### src/design/pci_pkg.sv
`timescale 1ns / 1ps
// ----------------------------------------------------------------------------
// pci_pkg
// shared constants, types and helpers of the palette color indexer
// ----------------------------------------------------------------------------
package pci_pkg;

    localparam int PALETTE_DEPTH_DEF = 1024;
    localparam int CHANNEL_BITS_DEF  = 16;

    localparam int SAMPLE_W   = 16;
    localparam int INDEX_W    = 10;
    localparam int COUNT_W    = 11;
    localparam int BYTES_W    = 3;

    localparam logic [31:0] LIMIT_ONE_BYTE  = 32'd256;
    localparam logic [31:0] LIMIT_TWO_BYTES = 32'd65536;

    localparam logic [BYTES_W-1:0] BYTES_ONE  = 3'd1;
    localparam logic [BYTES_W-1:0] BYTES_TWO  = 3'd2;
    localparam logic [BYTES_W-1:0] BYTES_FOUR = 3'd4;

    // controller to datapath
    typedef struct packed {
        logic load;
        logic rd;
        logic step;
        logic hit;
        logic add;
        logic emit;
    } pci_cmd_t;

    // datapath to controller
    typedef struct packed {
        logic empty;
        logic match;
        logic last_entry;
        logic out_busy;
    } pci_sts_t;

    function automatic logic [BYTES_W-1:0] bytes_for_count(input logic [31:0] count);
        logic [BYTES_W-1:0] b;
        if (count <= LIMIT_ONE_BYTE)
        begin
            b = BYTES_ONE;
        end
        else if (count <= LIMIT_TWO_BYTES)
        begin
            b = BYTES_TWO;
        end
        else
        begin
            b = BYTES_FOUR;
        end
        return b;
    endfunction

endpackage

### src/design/pci_ctrl.sv
`timescale 1ns / 1ps
// ----------------------------------------------------------------------------
// pci_ctrl
// sequencer for palette scan, insert and result hand-off
// ----------------------------------------------------------------------------
module pci_ctrl (
    input  logic              clk,
    input  logic              rst_n,
    input  logic              in_valid,
    output logic              in_ready,
    input  pci_pkg::pci_sts_t sts,
    output pci_pkg::pci_cmd_t cmd
);
    import pci_pkg::*;

    typedef enum logic [2:0] {
        S_IDLE,
        S_READ,
        S_CMP,
        S_ADD,
        S_EMIT
    } state_t;

    state_t state_reg;
    state_t state_next;

    always_ff @(posedge clk or negedge rst_n)
    begin
        if (!rst_n)
        begin
            state_reg <= S_IDLE;
        end
        else
        begin
            state_reg <= state_next;
        end
    end

    always_comb
    begin
        state_next = state_reg;
        cmd        = '0;
        in_ready   = 1'b0;
        case (state_reg)
            S_IDLE:
            begin
                in_ready = 1'b1;
                if (in_valid)
                begin
                    cmd.load   = 1'b1;
                    state_next = S_READ;
                end
            end
            S_READ:
            begin
                if (sts.empty)
                begin
                    state_next = S_ADD;
                end
                else
                begin
                    cmd.rd     = 1'b1;
                    state_next = S_CMP;
                end
            end
            S_CMP:
            begin
                if (sts.match)
                begin
                    cmd.hit    = 1'b1;
                    state_next = S_EMIT;
                end
                else if (sts.last_entry)
                begin
                    state_next = S_ADD;
                end
                else
                begin
                    cmd.step   = 1'b1;
                    state_next = S_READ;
                end
            end
            S_ADD:
            begin
                cmd.add    = 1'b1;
                state_next = S_EMIT;
            end
            S_EMIT:
            begin
                if (!sts.out_busy)
                begin
                    cmd.emit   = 1'b1;
                    state_next = S_IDLE;
                end
            end
            default:
            begin
                state_next = S_IDLE;
            end
        endcase
    end
endmodule

### config.mk
export PLATFORM = sky130hd
export DESIGN_NAME = pci_ctrl
export DESIGN_NICKNAME = d
export VERILOG_FILES = /design/src/design/pci_pkg.sv /design/src/design/pci_ctrl.sv
export SDC_FILE = /design/constraint.sdc
export NUM_CORES = 1
export LEC_CHECK = 0
export BUFFER_PORTS_ARGS = -buffer_cell sky130_fd_sc_hd__buf_2
export CORE_AREA = 2 2 39 41
export CTS_CLUSTER_DIAMETER = 40
export DETAILED_ROUTE_END_ITERATION = 8
export DIE_AREA = 0 0 41 43
export HOLD_SLACK_MARGIN = 0.08
export PLACE_DENSITY_LB_ADDON = 0.15
export SYNTH_ARGS = -nofsm -noshare
export SYNTH_HDL_FRONTEND = slang
export SYNTH_SLANG_ARGS = --single-unit
export TNS_END_PERCENT = 1
### constraint.sdc
create_clock -name clk -period 1.4 [get_ports clk]
set_input_delay 0 -clock clk [delete_from_list [all_inputs] [get_ports clk]]
set_output_delay 0 -clock clk [all_outputs]
set_load 0.005 [all_outputs]
==> results_dict.tcl <==
set metrics [dict create \
    nFillCells 154 \
    io-pin-count 14 \
    max_cap_viol_count 0 \
    clk_pin_slew_worst_paths_ns 0.04 \
    start_util_pct 16.4 \
    n_antenna_cell 0 \
    seq_area_sq_um 75.1 \
    dp.cells 50 \
    syn_avg_cell_area_sq_um 10.3 \
    yosysTopAreaCell "dfrtp_1" \
    cts_sinks 3 \
    p_per_area_nw_per_um2 1630 \
    viasPerCell 3.92 \
    hold_violations 0 \
    cp_slowest_cell "dlygate4sd3_1" \
    coreArea_sq_um 1380 \
    multi_input_area_sq_um 136 \
    antenna_left 0 \
    cp.required_ns 1.84 \
    synth_nets 29 \
    synth_common_cells "3 x dfrtp_1, 3 x nor2_1, 2 x nand2b_1, 2 x nand4bb_1" \
    firstDrtPassIters 2 \
    hp-class "reg2reg" \
    ys_ff_latch 3 \
    final_nets 54 \
    post_route_cells_drive_above_1_share_pct 43.5 \
    cp_num_buf_inv 4 \
    clk_latency_ns 0.23 \
    htreeDepth 1 \
    cp_num_cells 4 \
    first_global_vias 241 \
    cp_top_family "buffers and inverters" \
    min_delay_path_depth 1 \
    die_x_um 41 \
    grt_antenna_before_repair 0 \
    overflow 0 \
    slew_viol_final 0 \
    ir_drop_mv 0.521 \
    numCtsBuffers 3 \
    syn_inst 22 \
    setup_viol 0 \
    largest_register_ffs 3 \
    drc 0 \
    period_share_pct 92.7 \
    synth_edf_count 0 \
    path_class "in2async" \
    yosys-top-cells-area "dfrtp_1 33%, nand4bb_1 9.9%, o32ai_2 7.2%" \
    ys.flop_type "dfrtp_1" \
    finalCriticalPeriod_ns 1.30 \
    hpwl_um 423 \
    post_cts_buffers 0 \
    dr.first_iter.drc_count 2 \
    outcome "finished, final reports clean" \
    grt_pass1_wl_um 938 \
    synth_area_sq_um 226 \
    area_growth_pct 79.6 \
    grt_start_max_net_pins 13 \
    cp.arrival_ns 1.74 \
    synthArstFlopShare_pct 100 \
    critical_path.cell_chain "dlygate4sd3_1 -> dlygate4sd3_1 -> buf_2 -> dlygate4sd3_1" \
    worst_path_most_repeated_cell "dlygate4sd3_1" \
    tightest_slew_ns 0.367 \
    worst-path-max-fanout 2 \
    clk_path_buf_depth 2 \
    yosys_warnings 0 \
    cts_tree "built" \
    startpoint_type "input port" \
    cts_root_buf "clkbuf_4" \
    max_slew_margin_pct 75.5 \
    fmaxAchievable_ghz 0.771 \
    cp-end-kind "async pin" \
    p_leak_nw 0.189 \
    vias 243 \
    port_buffers 13 \
    fin_skew_ns 0.00254 \
    crit_path_max_incr_delay_ns 0.58 \
    synth.distinct_cells 16 \
    reg2regPathDepth 2 \
    track_usage_pct 8.45 \
    wl_um 605 \
    die_h_um 43 \
    detail_route.wl_per_cell_um 9.76 \
    rows 14 \
    grt_setup_unrepaired "no" \
    post_cts_resized 0 \
    synth_seq_area_share_pct 33.1 \
    yosys.area.top_type_share_pct 33.1 \
    final_cells 62 \
    gp_congestion 0.636 \
    die_area_sq_um 1760 \
    tns_ns 0 \
]
area by class of cell:
| class | instances | area share (%) |
|---|---|---|
| Multi-Input combinational cell | 17 | 33.5 |
| Clock buffer | 4 | 6.46 |
| Sequential cell | 3 | 18.5 |
| Inverter | 1 | 0.923 |
| Timing Repair Buffer | 21 | 35.7 |
| Tap cell | 16 | 4.92 |
worst register-to-register path, cell delays in order (launching register included):
cell and delay [ns]:
dfrtp_1 0.55, mux2i_1 0.26, o32ai_2 0.09
report_power, final:
part,switching (mW),total (mW),internal (mW)
Sequential,0.0793,0.206,0.126
Clock,0.0441,0.151,0.107
Combinational,0.123,0.306,0.182
path summary, 6_finish.rpt:
check	slack, ns	endpoint	start
min	0.51	state_reg[1]	state_reg[2]
max in group clk	0.17	cmd[5]	state_reg[2]
min in group asynchronous	0.61	state_reg[2]	rst_n
max	0.10	state_reg[0]	rst_n
min reg2reg	0.51	state_reg[1]	state_reg[2]
max reg2reg	0.37	state_reg[0]	state_reg[0]
layer usage:
metal | up-vias | GRT usage, % | wire, um | share of wire, %
met5 | - | 0 | 0 | 0
met4 | 0 | 10.0 | 0 | 0
met3 | 0 | 2.09 | 40 | 6.6
met2 | 6 | 11.3 | 320 | 53
met1 | 108 | 9.39 | 244 | 40
li1 | 129 | - | - | -
layout by cell type, fill, tap and decap left out, types with 2 or more instances in the layout:
cell type      count
clkbuf_4           3
nand4bb_1          2
dfrtp_1            3
nand2b_1           2
nor2_1             3
buf_2             13
dlygate4sd3_1      8
cells by family (layout without fill, tap and decap cells):
family                 Yosys count  after routing  share of synthesized area, %
DFF                              3              3                          33.1
and+or+nand+nor                 13             13                          44.2
buffers and inverters            2             26                          6.63
AOI/OAI and AO/OA                3              3                          11.6
muxes                            1              1                          4.42
metrics by stage:
step | util, % | power, mW | hold WS (ns) | area [sq um] | worst slack (ns)
detailed placement | 21.7 | 0.499 | -0.199 | 300 | 0.362
floorplan | - | 0.422 | -0.296 | 226 | 0.517
global route | 29.4 | 0.726 | 0.540 | 407 | 0.0275
CTS | 29.4 | 0.679 | 0.500 | 407 | 0.112
global placement | 21.7 | 0.504 | -0.202 | 300 | 0.379
finish | 29.4 | 0.662 | 0.505 | 407 | 0.102
repair_timing:
item,CTS,global route
hold buffers,8,0
endpoints found under the setup margin,0,0
hold endpoints to repair,6,0
Note: power is estimated with default switching activity, not from simulation.
